## src/design/ple_pkg.sv

```systemverilog
// ----------------------------------------------------------------------------
// ple_pkg
// types, codes and widths shared by the positional list engine
// ----------------------------------------------------------------------------
package ple_pkg;

   localparam int DATA_W       = 32;
   localparam int REQ_W        = 3;
   localparam int POS_W        = 7;
   localparam int LEN_W        = 7;
   localparam int STAT_W       = 2;
   localparam int CAPACITY_DEF = 64;
   localparam int MAX_CAPACITY = 4096;
   localparam int CNT_W        = $clog2(MAX_CAPACITY + 1);
   localparam int QUEUE_DEPTH  = 2;

   // request codes
   localparam logic [REQ_W-1:0] REQ_READ     = 3'd0;
   localparam logic [REQ_W-1:0] REQ_INS_HEAD = 3'd1;
   localparam logic [REQ_W-1:0] REQ_APPEND   = 3'd2;
   localparam logic [REQ_W-1:0] REQ_INS_POS  = 3'd3;
   localparam logic [REQ_W-1:0] REQ_DELETE   = 3'd4;

   // status codes
   localparam logic [STAT_W-1:0] ST_DONE    = 2'd0;
   localparam logic [STAT_W-1:0] ST_INVALID = 2'd1;
   localparam logic [STAT_W-1:0] ST_FULL    = 2'd2;

   localparam logic [DATA_W-1:0] BAD_READ_VALUE = '1;

   typedef struct packed {
      logic [REQ_W-1:0]         req_type;
      logic [POS_W-1:0]         position;
      logic signed [DATA_W-1:0] new_value;
   } req_item_type;

   typedef struct packed {
      logic signed [DATA_W-1:0] read_value;
      logic [STAT_W-1:0]        status;
      logic [LEN_W-1:0]         length;
   } rsp_item_type;

   typedef enum logic [1:0] {
      OP_NONE,
      OP_READ,
      OP_INSERT,
      OP_DELETE
   } op_type;

   typedef struct packed {
      op_type              op;
      logic [CNT_W-1:0]    pos;
      logic [CNT_W-1:0]    old_cnt;
      logic [DATA_W-1:0]   value;
      logic [STAT_W-1:0]   status;
      logic [LEN_W-1:0]    length;
   } cmd_type;

   typedef struct packed {
      logic    valid;
      cmd_type cmd;
   } q_push_type;

   typedef struct packed {
      logic empty;
      logic full;
   } q_status_type;

   typedef enum logic [2:0] {
      BK_IDLE,
      BK_WAIT,
      BK_MOVE,
      BK_FILL
   } bk_state_type;

endpackage

```

## src/design/ple_ram.sv

```systemverilog
// ----------------------------------------------------------------------------
// ple_ram
// generic simple dual port ram, one write port, one registered read port
// ----------------------------------------------------------------------------
module ple_ram #(
   parameter int WIDTH = 32,
   parameter int DEPTH = 64,
   parameter int AW    = (DEPTH > 1) ? $clog2(DEPTH) : 1
) (
   input  logic             clock,
   input  logic             we,
   input  logic [AW-1:0]    waddr,
   input  logic [WIDTH-1:0] wdata,
   input  logic [AW-1:0]    raddr,
   output logic [WIDTH-1:0] rdata
);

   logic [WIDTH-1:0] mem_ff [DEPTH];
   logic [WIDTH-1:0] rdata_ff;

   always_ff @(posedge clock) begin
      if (we) begin
         mem_ff[waddr] <= wdata;
      end
      rdata_ff <= mem_ff[raddr];
   end

   assign rdata = rdata_ff;

endmodule

```

## src/design/ple_front.sv

```systemverilog
// ----------------------------------------------------------------------------
// ple_front
// accepts requests, checks position and fill, keeps the list length
// ----------------------------------------------------------------------------
module ple_front #(
   parameter int CAPACITY = ple_pkg::CAPACITY_DEF
) (
   input  logic                  clock,
   input  logic                  reset,
   input  logic                  start,
   input  ple_pkg::req_item_type req_item,
   input  ple_pkg::q_status_type q_stat,
   output logic                  busy,
   output ple_pkg::q_push_type   q_push
);
   import ple_pkg::*;

   localparam int CW   = $clog2(CAPACITY + 1);
   localparam int CMPW = (CW > POS_W) ? CW : POS_W;

   logic [CW-1:0]   count_ff, count_in;
   logic [CMPW-1:0] pos_c, cnt_c;
   logic            full, accept;
   cmd_type         cmd;

   assign busy   = q_stat.full;
   assign accept = start && !busy;
   assign pos_c  = CMPW'(req_item.position);
   assign cnt_c  = CMPW'(count_ff);
   assign full   = (count_ff == CW'(CAPACITY));

   always_comb begin
      cmd.op      = OP_NONE;
      cmd.pos     = CNT_W'(req_item.position);
      cmd.old_cnt = CNT_W'(count_ff);
      cmd.value   = '0;
      cmd.status  = ST_DONE;
      count_in    = count_ff;
      case (req_item.req_type)
         REQ_READ: begin
            if (pos_c < cnt_c) begin
               cmd.op = OP_READ;
            end else begin
               cmd.value  = BAD_READ_VALUE;
               cmd.status = ST_INVALID;
            end
         end
         REQ_INS_HEAD, REQ_APPEND, REQ_INS_POS: begin
            if (req_item.req_type == REQ_INS_HEAD) begin
               cmd.pos = '0;
            end else if (req_item.req_type == REQ_APPEND) begin
               cmd.pos = CNT_W'(count_ff);
            end
            if (req_item.req_type == REQ_INS_POS && pos_c > cnt_c) begin
               cmd.status = ST_INVALID;
            end else if (full) begin
               cmd.status = ST_FULL;
            end else begin
               cmd.op    = OP_INSERT;
               cmd.value = req_item.new_value;
               count_in  = count_ff + CW'(1);
            end
         end
         REQ_DELETE: begin
            if (pos_c < cnt_c) begin
               cmd.op   = OP_DELETE;
               count_in = count_ff - CW'(1);
            end else begin
               cmd.status = ST_INVALID;
            end
         end
         default: begin
            cmd.status = ST_INVALID;
         end
      endcase
      cmd.length = LEN_W'(count_in);
   end

   assign q_push.valid = accept;
   assign q_push.cmd   = cmd;

   always_ff @(posedge clock) begin
      if (reset) begin
         count_ff <= '0;
      end else if (accept) begin
         count_ff <= count_in;
      end
   end

   a_count_bound: assert property (@(posedge clock) disable iff (reset)
      count_ff <= CW'(CAPACITY))
      else $error("list length above capacity");

   a_full_keeps_count: assert property (@(posedge clock) disable iff (reset)
      (accept && cmd.status == ST_FULL) |=> $stable(count_ff))
      else $error("rejected insert changed the length");

endmodule

```

## src/design/ple_queue.sv

```systemverilog
// ----------------------------------------------------------------------------
// ple_queue
// short command queue between the front and the back
// ----------------------------------------------------------------------------
module ple_queue (
   input  logic                  clock,
   input  logic                  reset,
   input  ple_pkg::q_push_type   q_push,
   input  logic                  q_pop,
   output ple_pkg::q_status_type q_stat,
   output ple_pkg::cmd_type      q_head
);
   import ple_pkg::*;

   localparam int QPW = (QUEUE_DEPTH > 1) ? $clog2(QUEUE_DEPTH) : 1;
   localparam int QCW = $clog2(QUEUE_DEPTH + 1);

   cmd_type        entry_ff [QUEUE_DEPTH];
   logic [QPW-1:0] wr_ptr_ff, rd_ptr_ff;
   logic [QCW-1:0] fill_ff;

   function automatic logic [QPW-1:0] ptr_next(input logic [QPW-1:0] p);
      logic [QPW-1:0] r;
      r = (p == QPW'(QUEUE_DEPTH - 1)) ? '0 : p + QPW'(1);
      return r;
   endfunction

   assign q_stat.empty = (fill_ff == '0);
   assign q_stat.full  = (fill_ff == QCW'(QUEUE_DEPTH));
   assign q_head       = entry_ff[rd_ptr_ff];

   always_ff @(posedge clock) begin
      if (q_push.valid) begin
         entry_ff[wr_ptr_ff] <= q_push.cmd;
      end
   end

   always_ff @(posedge clock) begin
      if (reset) begin
         wr_ptr_ff <= '0;
         rd_ptr_ff <= '0;
         fill_ff   <= '0;
      end else begin
         if (q_push.valid) begin
            wr_ptr_ff <= ptr_next(wr_ptr_ff);
         end
         if (q_pop) begin
            rd_ptr_ff <= ptr_next(rd_ptr_ff);
         end
         if (q_push.valid && !q_pop) begin
            fill_ff <= fill_ff + QCW'(1);
         end else if (q_pop && !q_push.valid) begin
            fill_ff <= fill_ff - QCW'(1);
         end
      end
   end

endmodule

```

## src/design/ple_back.sv

```systemverilog
// ----------------------------------------------------------------------------
// ple_back
// executes list commands on the entry ram and issues the responses
// ----------------------------------------------------------------------------
module ple_back #(
   parameter int CAPACITY = ple_pkg::CAPACITY_DEF
) (
   input  logic                  clock,
   input  logic                  reset,
   input  ple_pkg::q_status_type q_stat,
   input  ple_pkg::cmd_type      q_head,
   output logic                  q_pop,
   output logic                  rsp_strobe,
   output ple_pkg::rsp_item_type rsp_item
);
   import ple_pkg::*;

   localparam int AW = (CAPACITY > 1) ? $clog2(CAPACITY) : 1;

   bk_state_type      state_ff, state_in;
   cmd_type           cmd_ff, cmd_in;
   logic [AW-1:0]     dest_ff, dest_in, end_ff, end_in, next_dest;
   logic              rsp_valid_ff, rsp_valid_in;
   rsp_item_type      rsp_ff, rsp_in;
   logic              ram_we;
   logic [AW-1:0]     ram_waddr, ram_raddr;
   logic [DATA_W-1:0] ram_wdata, ram_rdata;
   logic              ins_direct, del_direct, last_move, is_insert;

   // no entries to move when inserting at the end or deleting the last one
   assign ins_direct = (q_head.pos == q_head.old_cnt);
   assign del_direct = ((q_head.pos + CNT_W'(1)) == q_head.old_cnt);
   assign last_move  = (dest_ff == end_ff);
   assign is_insert  = (cmd_ff.op == OP_INSERT);
   assign next_dest  = is_insert ? dest_ff - AW'(1) : dest_ff + AW'(1);

   ple_ram #(
      .WIDTH (DATA_W),
      .DEPTH (CAPACITY),
      .AW    (AW)
   ) u_entries (
      .clock (clock),
      .we    (ram_we),
      .waddr (ram_waddr),
      .wdata (ram_wdata),
      .raddr (ram_raddr),
      .rdata (ram_rdata)
   );

   // next state
   always_comb begin
      state_in = state_ff;
      case (state_ff)
         BK_IDLE: begin
            if (!q_stat.empty) begin
               case (q_head.op)
                  OP_READ:   state_in = BK_WAIT;
                  OP_INSERT: state_in = ins_direct ? BK_FILL : BK_MOVE;
                  OP_DELETE: state_in = del_direct ? BK_IDLE : BK_MOVE;
                  default:   state_in = BK_IDLE;
               endcase
            end
         end
         BK_WAIT: state_in = BK_IDLE;
         BK_MOVE: begin
            if (last_move) begin
               state_in = is_insert ? BK_FILL : BK_IDLE;
            end
         end
         BK_FILL: state_in = BK_IDLE;
         default: state_in = BK_IDLE;
      endcase
   end

   // outputs and datapath
   always_comb begin
      q_pop             = 1'b0;
      cmd_in            = cmd_ff;
      dest_in           = dest_ff;
      end_in            = end_ff;
      ram_we            = 1'b0;
      ram_waddr         = dest_ff;
      ram_wdata         = ram_rdata;
      ram_raddr         = '0;
      rsp_valid_in      = 1'b0;
      rsp_in.read_value = '0;
      rsp_in.status     = cmd_ff.status;
      rsp_in.length     = cmd_ff.length;
      case (state_ff)
         BK_IDLE: begin
            if (!q_stat.empty) begin
               q_pop         = 1'b1;
               cmd_in        = q_head;
               rsp_in.status = q_head.status;
               rsp_in.length = q_head.length;
               case (q_head.op)
                  OP_READ: begin
                     ram_raddr = q_head.pos[AW-1:0];
                  end
                  OP_INSERT: begin
                     // shift from the tail down toward the insert point
                     dest_in   = q_head.old_cnt[AW-1:0];
                     end_in    = q_head.pos[AW-1:0] + AW'(1);
                     ram_raddr = q_head.old_cnt[AW-1:0] - AW'(1);
                  end
                  OP_DELETE: begin
                     if (del_direct) begin
                        rsp_valid_in = 1'b1;
                     end else begin
                        dest_in   = q_head.pos[AW-1:0];
                        end_in    = q_head.old_cnt[AW-1:0] - AW'(2);
                        ram_raddr = q_head.pos[AW-1:0] + AW'(1);
                     end
                  end
                  default: begin
                     rsp_valid_in      = 1'b1;
                     rsp_in.read_value = q_head.value;
                  end
               endcase
            end
         end
         BK_WAIT: begin
            rsp_valid_in      = 1'b1;
            rsp_in.read_value = ram_rdata;
         end
         BK_MOVE: begin
            ram_we = 1'b1;
            if (last_move) begin
               rsp_valid_in = !is_insert;
            end else begin
               dest_in   = next_dest;
               ram_raddr = is_insert ? next_dest - AW'(1) : next_dest + AW'(1);
            end
         end
         BK_FILL: begin
            ram_we       = 1'b1;
            ram_waddr    = cmd_ff.pos[AW-1:0];
            ram_wdata    = cmd_ff.value;
            rsp_valid_in = 1'b1;
         end
         default: begin
            rsp_valid_in = 1'b0;
         end
      endcase
   end

   always_ff @(posedge clock) begin
      if (reset) begin
         state_ff     <= BK_IDLE;
         rsp_valid_ff <= 1'b0;
      end else begin
         state_ff     <= state_in;
         rsp_valid_ff <= rsp_valid_in;
      end
   end

   always_ff @(posedge clock) begin
      cmd_ff  <= cmd_in;
      dest_ff <= dest_in;
      end_ff  <= end_in;
      rsp_ff  <= rsp_in;
   end

   assign rsp_strobe = rsp_valid_ff;
   assign rsp_item   = rsp_ff;

   a_write_state: assert property (@(posedge clock) disable iff (reset)
      ram_we |-> (state_ff == BK_MOVE || state_ff == BK_FILL))
      else $error("entry write outside move or fill");

   a_pop_idle: assert property (@(posedge clock) disable iff (reset)
      q_pop |-> (state_ff == BK_IDLE))
      else $error("command taken while busy");

   a_read_reply: assert property (@(posedge clock) disable iff (reset)
      (state_ff == BK_WAIT) |=> rsp_valid_ff)
      else $error("read finished without a response");

endmodule

```

## src/design/positional_list_engine.sv

```systemverilog
// ----------------------------------------------------------------------------
// positional_list_engine
// ordered list of signed 32-bit values with read, insert and delete by position
// ----------------------------------------------------------------------------
// order: a rejected request or a delete of the last entry is answered when the
//   back end takes it from the queue, a read after the registered ram read,
//   a delete after its last entry move, an insert after any moves and the
//   write of the new value; the back end takes a new request only once it is
//   through with the last; entries move one per cycle through the single write
//   port of the entry ram; busy rises when the 2-deep queue is full
// the receiver cannot stall: each response shows for exactly one cycle
// reset clears the length, the queue and the sequencer; the entry ram is not
//   cleared, entries are read only after they were written
// ----------------------------------------------------------------------------
module positional_list_engine #(
   parameter int CAPACITY = ple_pkg::CAPACITY_DEF
) (
   input  logic                  clock,
   input  logic                  reset,
   // request channel
   input  logic                  start,
   output logic                  busy,
   input  ple_pkg::req_item_type req_item,
   // response channel
   output logic                  rsp_strobe,
   output ple_pkg::rsp_item_type rsp_item
);
   import ple_pkg::*;

   // front to queue
   q_push_type   q_push;
   // queue to back
   q_status_type q_stat;
   cmd_type      q_head;
   logic         q_pop;

   // front: checks each request against the current length, so status and
   // the new length are settled here, ahead of the entry moves
   ple_front #(
      .CAPACITY (CAPACITY)
   ) u_front (
      .clock    (clock),
      .reset    (reset),
      .start    (start),
      .req_item (req_item),
      .q_stat   (q_stat),
      .busy     (busy),
      .q_push   (q_push)
   );

   // command queue, keeps request order
   ple_queue u_queue (
      .clock  (clock),
      .reset  (reset),
      .q_push (q_push),
      .q_pop  (q_pop),
      .q_stat (q_stat),
      .q_head (q_head)
   );

   // back: reads and shifts entries in the ram, one entry per cycle
   ple_back #(
      .CAPACITY (CAPACITY)
   ) u_back (
      .clock      (clock),
      .reset      (reset),
      .q_stat     (q_stat),
      .q_head     (q_head),
      .q_pop      (q_pop),
      .rsp_strobe (rsp_strobe),
      .rsp_item   (rsp_item)
   );

endmodule
```

## config.mk

```make
export PLATFORM = sky130hd
export DESIGN_NAME = positional_list_engine
export DESIGN_NICKNAME = d
export VERILOG_FILES = /design/src/design/ple_pkg.sv /design/src/design/ple_ram.sv /design/src/design/ple_front.sv /design/src/design/ple_queue.sv /design/src/design/ple_back.sv /design/src/design/positional_list_engine.sv
export SDC_FILE = /design/constraint.sdc
export NUM_CORES = 2
export LEC_CHECK = 0
export BUFFER_PORTS_ARGS = -buffer_cell sky130_fd_sc_hd__buf_2
export CAP_MARGIN = 40
export CORE_ASPECT_RATIO = 0.6
export CORE_MARGIN = 3
export CORE_UTILIZATION = 45
export CTS_CLUSTER_SIZE = 40
export DETAILED_ROUTE_END_ITERATION = 16
export PLACE_DENSITY = 0.65
export SETUP_SLACK_MARGIN = 0.05
export SLEW_MARGIN = 0
export SYNTH_ARGS = -nofsm -noshare
export SYNTH_HDL_FRONTEND = slang
export SYNTH_SLANG_ARGS = --single-unit
```

## constraint.sdc

```tcl
create_clock -name clock -period 10.3 [get_ports clock]
set_input_delay 0.515 -clock clock [delete_from_list [all_inputs] [get_ports clock]]
set_output_delay 0.515 -clock clock [all_outputs]
set_load 0.005 [all_outputs]
```

After elaboration in Yosys (flattened, before gate mapping)
Memories as Yosys holds them, arrays and structs flattened. A register that Yosys moved wholly into a read port is not among the register bits.
Cells that the tools add are included.
- $add $sub $neg: 14
- magnitude comparators: 2
- equal/unequal tests: 22
- muxes and demuxes: 65
- bitwise logic cells: 1
- reduce and logical (&&, ||, !) cells: 23
- operator list (operator ; number):
    32-bit 2-to-1 mux ; 4
    32-bit case mux with 2 select lines ; 2
    6-bit 2-to-1 mux ; 10
    6-bit case mux with 2 select lines ; 4
    41-bit 2-to-1 mux ; 1
    34-bit 2-to-1 mux ; 1
    7-bit 2-to-1 mux ; 4
    13-bit == test ; 2
    13-bit 2-to-1 mux ; 2
    6-bit by 1-bit adder with 6-bit output (second input constant) ; 3
    2-bit 2-to-1 mux ; 9
    6-bit case mux with 3 select lines ; 1
    6-bit by 1-bit subtractor with 6-bit output (second input constant) ; 3
    1-bit 2-to-1 mux ; 17
    7-bit case mux with 2 select lines ; 1
    13-bit by 1-bit adder with 13-bit output (second input constant) ; 1
    3-bit by 2-bit == test with 1-bit output (second input constant) ; 4
    2-bit case mux with 3 select lines ; 2
    9-bit 2-to-1 mux ; 1
    3-bit case mux with 3 select lines ; 1
    2-bit == test (second input constant) ; 4
    7-bit by 1-bit adder with 7-bit output (second input constant) ; 1
    7-bit == test (second input constant) ; 1
    7-bit > comparator ; 1
    other kinds (28) ; 47
- flip-flop bits (word level): 117
- RAM bits: 2174
- bits of input ports: 45
- output and inout bits: 43
- word-level logic and storage cells: 145
- memories kept: 2
- memories (memory ; depth ; bits a word ; rd ports ; clocked after memory_dff ; write ports ; RTL line ; source):
    u_back.u_entries.mem_ff ; 64 ; 32 ; 1 ; 1 ; 1 ; ple_ram.sv:18 ; logic [WIDTH-1:0] mem_ff [DEPTH];
    u_queue.entry_ff ; 2 ; 63 ; 1 ; 1 ; 1 ; ple_queue.sv:18 ; cmd_type entry_ff [QUEUE_DEPTH];

Longest topological paths before layout
- depth in word-level cells: 7
- gate-level depth with buffers: 22
- mapped depth without buffers: 15

Hierarchy
From an unflattened synthesis, not the netlist that was laid out.
- cell total of the unflattened synthesis: 4296
- area total of the unflattened synthesis: 90739.5 um^2
- modules (own cells, without submodules) (module ; instances ; cells each ; area each (um^2) ; seq. area each (um^2)):
    ple_ram ; 1 ; 3324 ; 78515.3 ; 62139.6
    ple_back ; 1 ; 512 ; 5454.0 ; 2712.6
    ple_queue ; 1 ; 237 ; 5226.3 ; 4244.1
    ple_front ; 1 ; 223 ; 1544.0 ; 140.1

Worst setup path after synthesis
No wires, ideal clock.
- kind: register to register
- start: reg (tool-made name)
- end: reg u_back.u_entries.rdata_ff[13] (netlist: u_back.u_entries.rdata[13]), read port of u_back.u_entries.mem_ff
- setup time: 0.095 ns
- data arrival time: 4.092 ns
- required time: 10.205 ns
- slack: 6.113 ns
- cell stages (with the launch flop): 22
- buffers on the path: 8
- period minus slack after synthesis: 4.187 ns
- path through: dfxtp_1 > buf_4 > buf_8 > buf_6 > buf_4 > mux2i_1 > inv_1 > ha_1 > buf_2 > xnor2_1 > o32ai_1 > a31o_2 > nand2_1 > o221ai_2 > and2_1 > buf_2 > buf_2 > buf_2 > mux2i_1 > o22ai_1 > a211o_1 > a221oi_1
- RTL lines (what ; RTL line ; source):
    to (decl) ; ple_ram.sv:19 ; logic [WIDTH-1:0] rdata_ff;

==> metrics.txt <==
# TYPE chip_impl_metric gauge
chip_impl_metric{name="drv_slew",unit=""} 0
chip_impl_metric{name="worst_slew_pin_slew",unit="ns"} 1.12
chip_impl_metric{name="placeableCoreArea",unit="um^2"} 203000
chip_impl_info{name="run_status",value="finished clean"} 1
chip_impl_info{name="grt_setup_unrepaired",value="no"} 1
chip_impl_metric{name="port_buffers",unit=""} 87
chip_impl_metric{name="period_minus_ws_final",unit="ns"} 6.69
chip_impl_metric{name="ctsResizeCount",unit=""} 0
chip_impl_info{name="synth_flop_cell",value="edfxtp_1"} 1
chip_impl_metric{name="fin_worst_skew",unit="ns"} 0.0415
chip_impl_metric{name="routabilityCongestion",unit=""} 0.874
chip_impl_metric{name="num_rows",unit=""} 128
chip_impl_info{name="cts_tree",value="done"} 1
chip_impl_metric{name="critPathArrivalTime",unit="ns"} 7.34
chip_impl_metric{name="leakage_power",unit="nW"} 37.3
chip_impl_metric{name="sequential_cell_area",unit="um^2"} 68500
chip_impl_metric{name="globalRouteTotalUtil",unit="%"} 25.7
chip_impl_metric{name="syn_inst",unit=""} 6216
chip_impl_metric{name="clk_path_buf_depth",unit=""} 4
chip_impl_metric{name="post_synthesis_mean_instance_area",unit="um^2"} 14.9
chip_impl_metric{name="synthDistinctLibCells",unit=""} 92
chip_impl_metric{name="fin_setup_tns",unit="ns"} 0
chip_impl_metric{name="via_to_cell_ratio",unit=""} 6.18
chip_impl_metric{name="cp_data_required_time",unit="ns"} 10.95
chip_impl_metric{name="seq_area_frac_synth",unit="%"} 74.2
chip_impl_metric{name="antenna_violations_before_repair",unit=""} 34
chip_impl_metric{name="worstSkewPairLatency",unit="ns"} 0.84
chip_impl_metric{name="synth_largest_type_area_fraction",unit="%"} 72.3
chip_impl_metric{name="global_route.usage.met3",unit="%"} 9.58
chip_impl_metric{name="area_growth_syn_to_layout",unit="%"} 12.3
chip_impl_metric{name="floorplan.die_area",unit="um^2"} 211000
chip_impl_metric{name="die_span_in_y",unit="um"} 357
chip_impl_metric{name="power_density",unit="nW/um^2"} 351
chip_impl_info{name="crit_path_start_kind",value="flop"} 1
chip_impl_info{name="clk_root_buffer_cell",value="clkbuf_16"} 1
chip_impl_metric{name="postSynthRegisterBits",unit=""} 2311
chip_impl_metric{name="detailed_router_s_first_iteration_violation_count",unit=""} 10600
chip_impl_metric{name="hpwl",unit="um"} 159000
chip_impl_metric{name="synth_nets",unit=""} 6283
chip_impl_metric{name="routed-via-count",unit=""} 57100
chip_impl_metric{name="synth_area",unit="um^2"} 92300
chip_impl_metric{name="layout_worst_path_cycle_share",unit="%"} 64.9
chip_impl_metric{name="drtPass1Iterations",unit=""} 6
chip_impl_info{name="synth_most_common_cell",value="edfxtp_1"} 1
chip_impl_metric{name="fmax",unit="MHz"} 149
chip_impl_metric{name="grt_use_met1",unit="%"} 39.5
chip_impl_metric{name="edff_count_synth",unit=""} 2223
chip_impl_metric{name="pin_count",unit=""} 88
chip_impl_metric{name="die_w",unit="um"} 591
chip_impl_metric{name="timing.final.setup_violations",unit=""} 0
chip_impl_metric{name="drc",unit=""} 0
chip_impl_metric{name="synth_async_sr_flop_share",unit="%"} 0
chip_impl_metric{name="cts.sink_count",unit=""} 2311
chip_impl_metric{name="power.ir.vdd_worst",unit="mV"} 0.367
chip_impl_metric{name="routed_wirelength",unit="um"} 279000
chip_impl_info{name="yosys.area.top_type",value="edfxtp_1"} 1
chip_impl_info{name="synth_commonest_cells",value="2223 x edfxtp_1, 1056 x nand2_1, 604 x mux2i_1, 502 x nand3_1, 214 x a22oi_1"} 1
chip_impl_metric{name="num-nets-final",unit=""} 6407
chip_impl_metric{name="synth_warn",unit=""} 0
chip_impl_metric{name="htreeDepth",unit=""} 4
chip_impl_metric{name="multi_input_area",unit="um^2"} 22700
chip_impl_metric{name="wire_length_of_the_first_global_routing_pass",unit="um"} 391000
chip_impl_metric{name="max_slew_margin",unit="%"} 25.4
chip_impl_metric{name="initial_core_utilization",unit="%"} 45.4
chip_impl_metric{name="finalHoldViolCount",unit=""} 0
chip_impl_info{name="setup.worst_path.end_class",value="flop"} 1
chip_impl_metric{name="route.antenna.remaining_nets",unit=""} 0
chip_impl_metric{name="cts_buffers",unit=""} 200
chip_impl_metric{name="cp_max_fo",unit=""} 108
chip_impl_info{name="grt-busiest-layer",value="met1"} 1
chip_impl_metric{name="met2_usage",unit="%"} 34.1
chip_impl_metric{name="number_of_fill_cells",unit=""} 16600
chip_impl_metric{name="grt_overflow",unit=""} 0
chip_impl_info{name="synth.area.top_cells",value="edfxtp_1 72%, mux2i_1 6.5%, nand2_1 4.3%"} 1
chip_impl_info{name="worst-setup-path-type",value="flop to flop"} 1
chip_impl_metric{name="fin_total_pwr",unit="mW"} 36.4
chip_impl_metric{name="clkTransAtPathRegs",unit="ns"} 0.07
chip_impl_metric{name="max_cap_viol_count",unit=""} 0
chip_impl_info{name="worst_hold_path_type",value="input port to flop"} 1
chip_impl_metric{name="avgRoutedWirePerCell",unit="um"} 30.2
chip_impl_metric{name="drive_gt1_share",unit="%"} 12.1
chip_impl_metric{name="grt_max_degree",unit=""} 147
chip_impl_metric{name="first_global_vias",unit=""} 52600
[placed cells by master, fill, tap and decap left out, types with 18 or more instances in the layout]
cell type      synthesis  layout
o2111ai_1             31      31
clkinv_2               0      38
edfxtp_1            2223    2223
a221oi_1              35      35
buf_2                148      90
a21o_1                50      50
inv_1                 37      36
clkinv_1               0      28
xnor2_1               28      28
nor2_1               199     130
nand2_1             1056    1054
mux2_2                93      93
a21oi_1              181     179
mux2i_1              604     604
nand3_1              502     502
clkbuf_16              0     204
clkbuf_1             178      44
nor2_4                 0      68
dfxtp_1               88      87
or4_1                 18      18
bufinv_16              0      19
dlygate4sd3_1          0      26
a22oi_1              214     213
a211oi_1              18      18
a31oi_1               42      34
buf_4                  7     162
a32oi_1               34      34
o22ai_1               50      50
xor2_1                19      19
ha_1                  21      21
and3_1                27      25
[path summary, 6_finish.rpt]
check	cells past startpoint	endpoint	slack, ns	start
min	2	u_queue.entry_ff[0][30]	0.04	req_item[21]
min reg2reg	1	u_back.rsp_item[7]	0.47	u_back.cmd_ff[7]
max	18	u_back.u_entries.rdata[14]	3.61	flop
max reg2reg	18	u_back.u_entries.rdata[14]	3.61	flop
[worst max-delay path, cell delays in order, from the launching register on]
cell	delay [ns]
dfxtp_4	0.56
buf_4	0.21
buf_16	0.25
mux2i_1	0.41
inv_1	0.11
ha_1	0.33
xnor2_1	0.19
o32ai_1	0.28
a31o_2	0.23
nand2_1	0.15
o221ai_4	0.23
buf_4	0.42
and2_4	0.52
buf_12	0.57
o21ai_2	0.35
buf_4	0.32
a32oi_1	0.32
a211o_1	0.56
a221oi_1	0.21
[metal layers]
metal | part of all wire (%) | up-vias
met1 | 42 | 28600
met3 | 16 | 489
met4 | 2.5 | 6
met5 | 0.012 | -
li1 | - | 24000
met2 | 40 | 4040
[cells by family (layout without fill, tap and decap cells)]
group / Yosys count / count (layout) / synth area share [%]
multiplexers: 701 / 701 / 7.76
flip-flops: 2311 / 2311 / 74.2
AND/OR/NAND/NOR: 1880 / 1880 / 8.76
other: 0 / 9 / 0
adder cells (fa/ha/maj): 22 / 22 / 0.306
AO/OA/AOI/OAI: 827 / 827 / 6.48
buffers and inverters: 425 / 705 / 1.99
XOR/XNOR: 50 / 50 / 0.505
[per-stage QoR]
step,util [%],cell area [um^2],setup WS [ns],cells,hold WS [ns]
2_1_floorplan,-,92300,6.11,6216,0.424
3_3_place_gp,47.5,96500,3.53,8814,0.455
3_5_place_dp,47.6,96900,3.84,8835,0.459
4_1_cts,50.9,104000,3.83,9219,0.00189
5_1_grt,51.0,104000,3.45,9226,0.0192
6_report,51.0,104000,3.61,9235,0.0415
[repair_timing]
action | in CTS | in global routing
hold endpoints to repair | 51 | 0
hold buffers | 26 | 0
setup buffers | 0 | 0
[sequential cells by signal (all words and copies together) (netlist names), named ones only]
signal                   flops
u_queue.wr_ptr_ff            1
u_back.u_entries.rdata      32
u_back.dest_ff               6
u_back.rsp_strobe            1
u_back.state_ff              2
u_back.cmd_ff               49
u_back.rsp_item             41
u_queue.entry_ff           114
u_queue.fill_ff              2
u_front.cnt_c                7
u_back.u_entries.mem_ff   2048
u_back.end_ff                6
u_queue.rd_ptr_ff            1
[where the power goes]
part	internal (mW)	switching, mW	total (mW)
logic	4.51	11.8	16.3
registers	12.2	0.356	12.5
clock network	4.21	3.38	7.59
total	20.9	15.5	36.4
[cell type report]
cell class	count	share of cell area, %
multi-input combinational	3480	21.8
antenna	9	0.0217
sequential	2311	66.1
timing repair buffer	310	2.44
clock inverter	95	0.911
tap	2730	3.29
clock buffer	263	5.28
inverter	37	0.134
(Power assumes the default switching activity.)
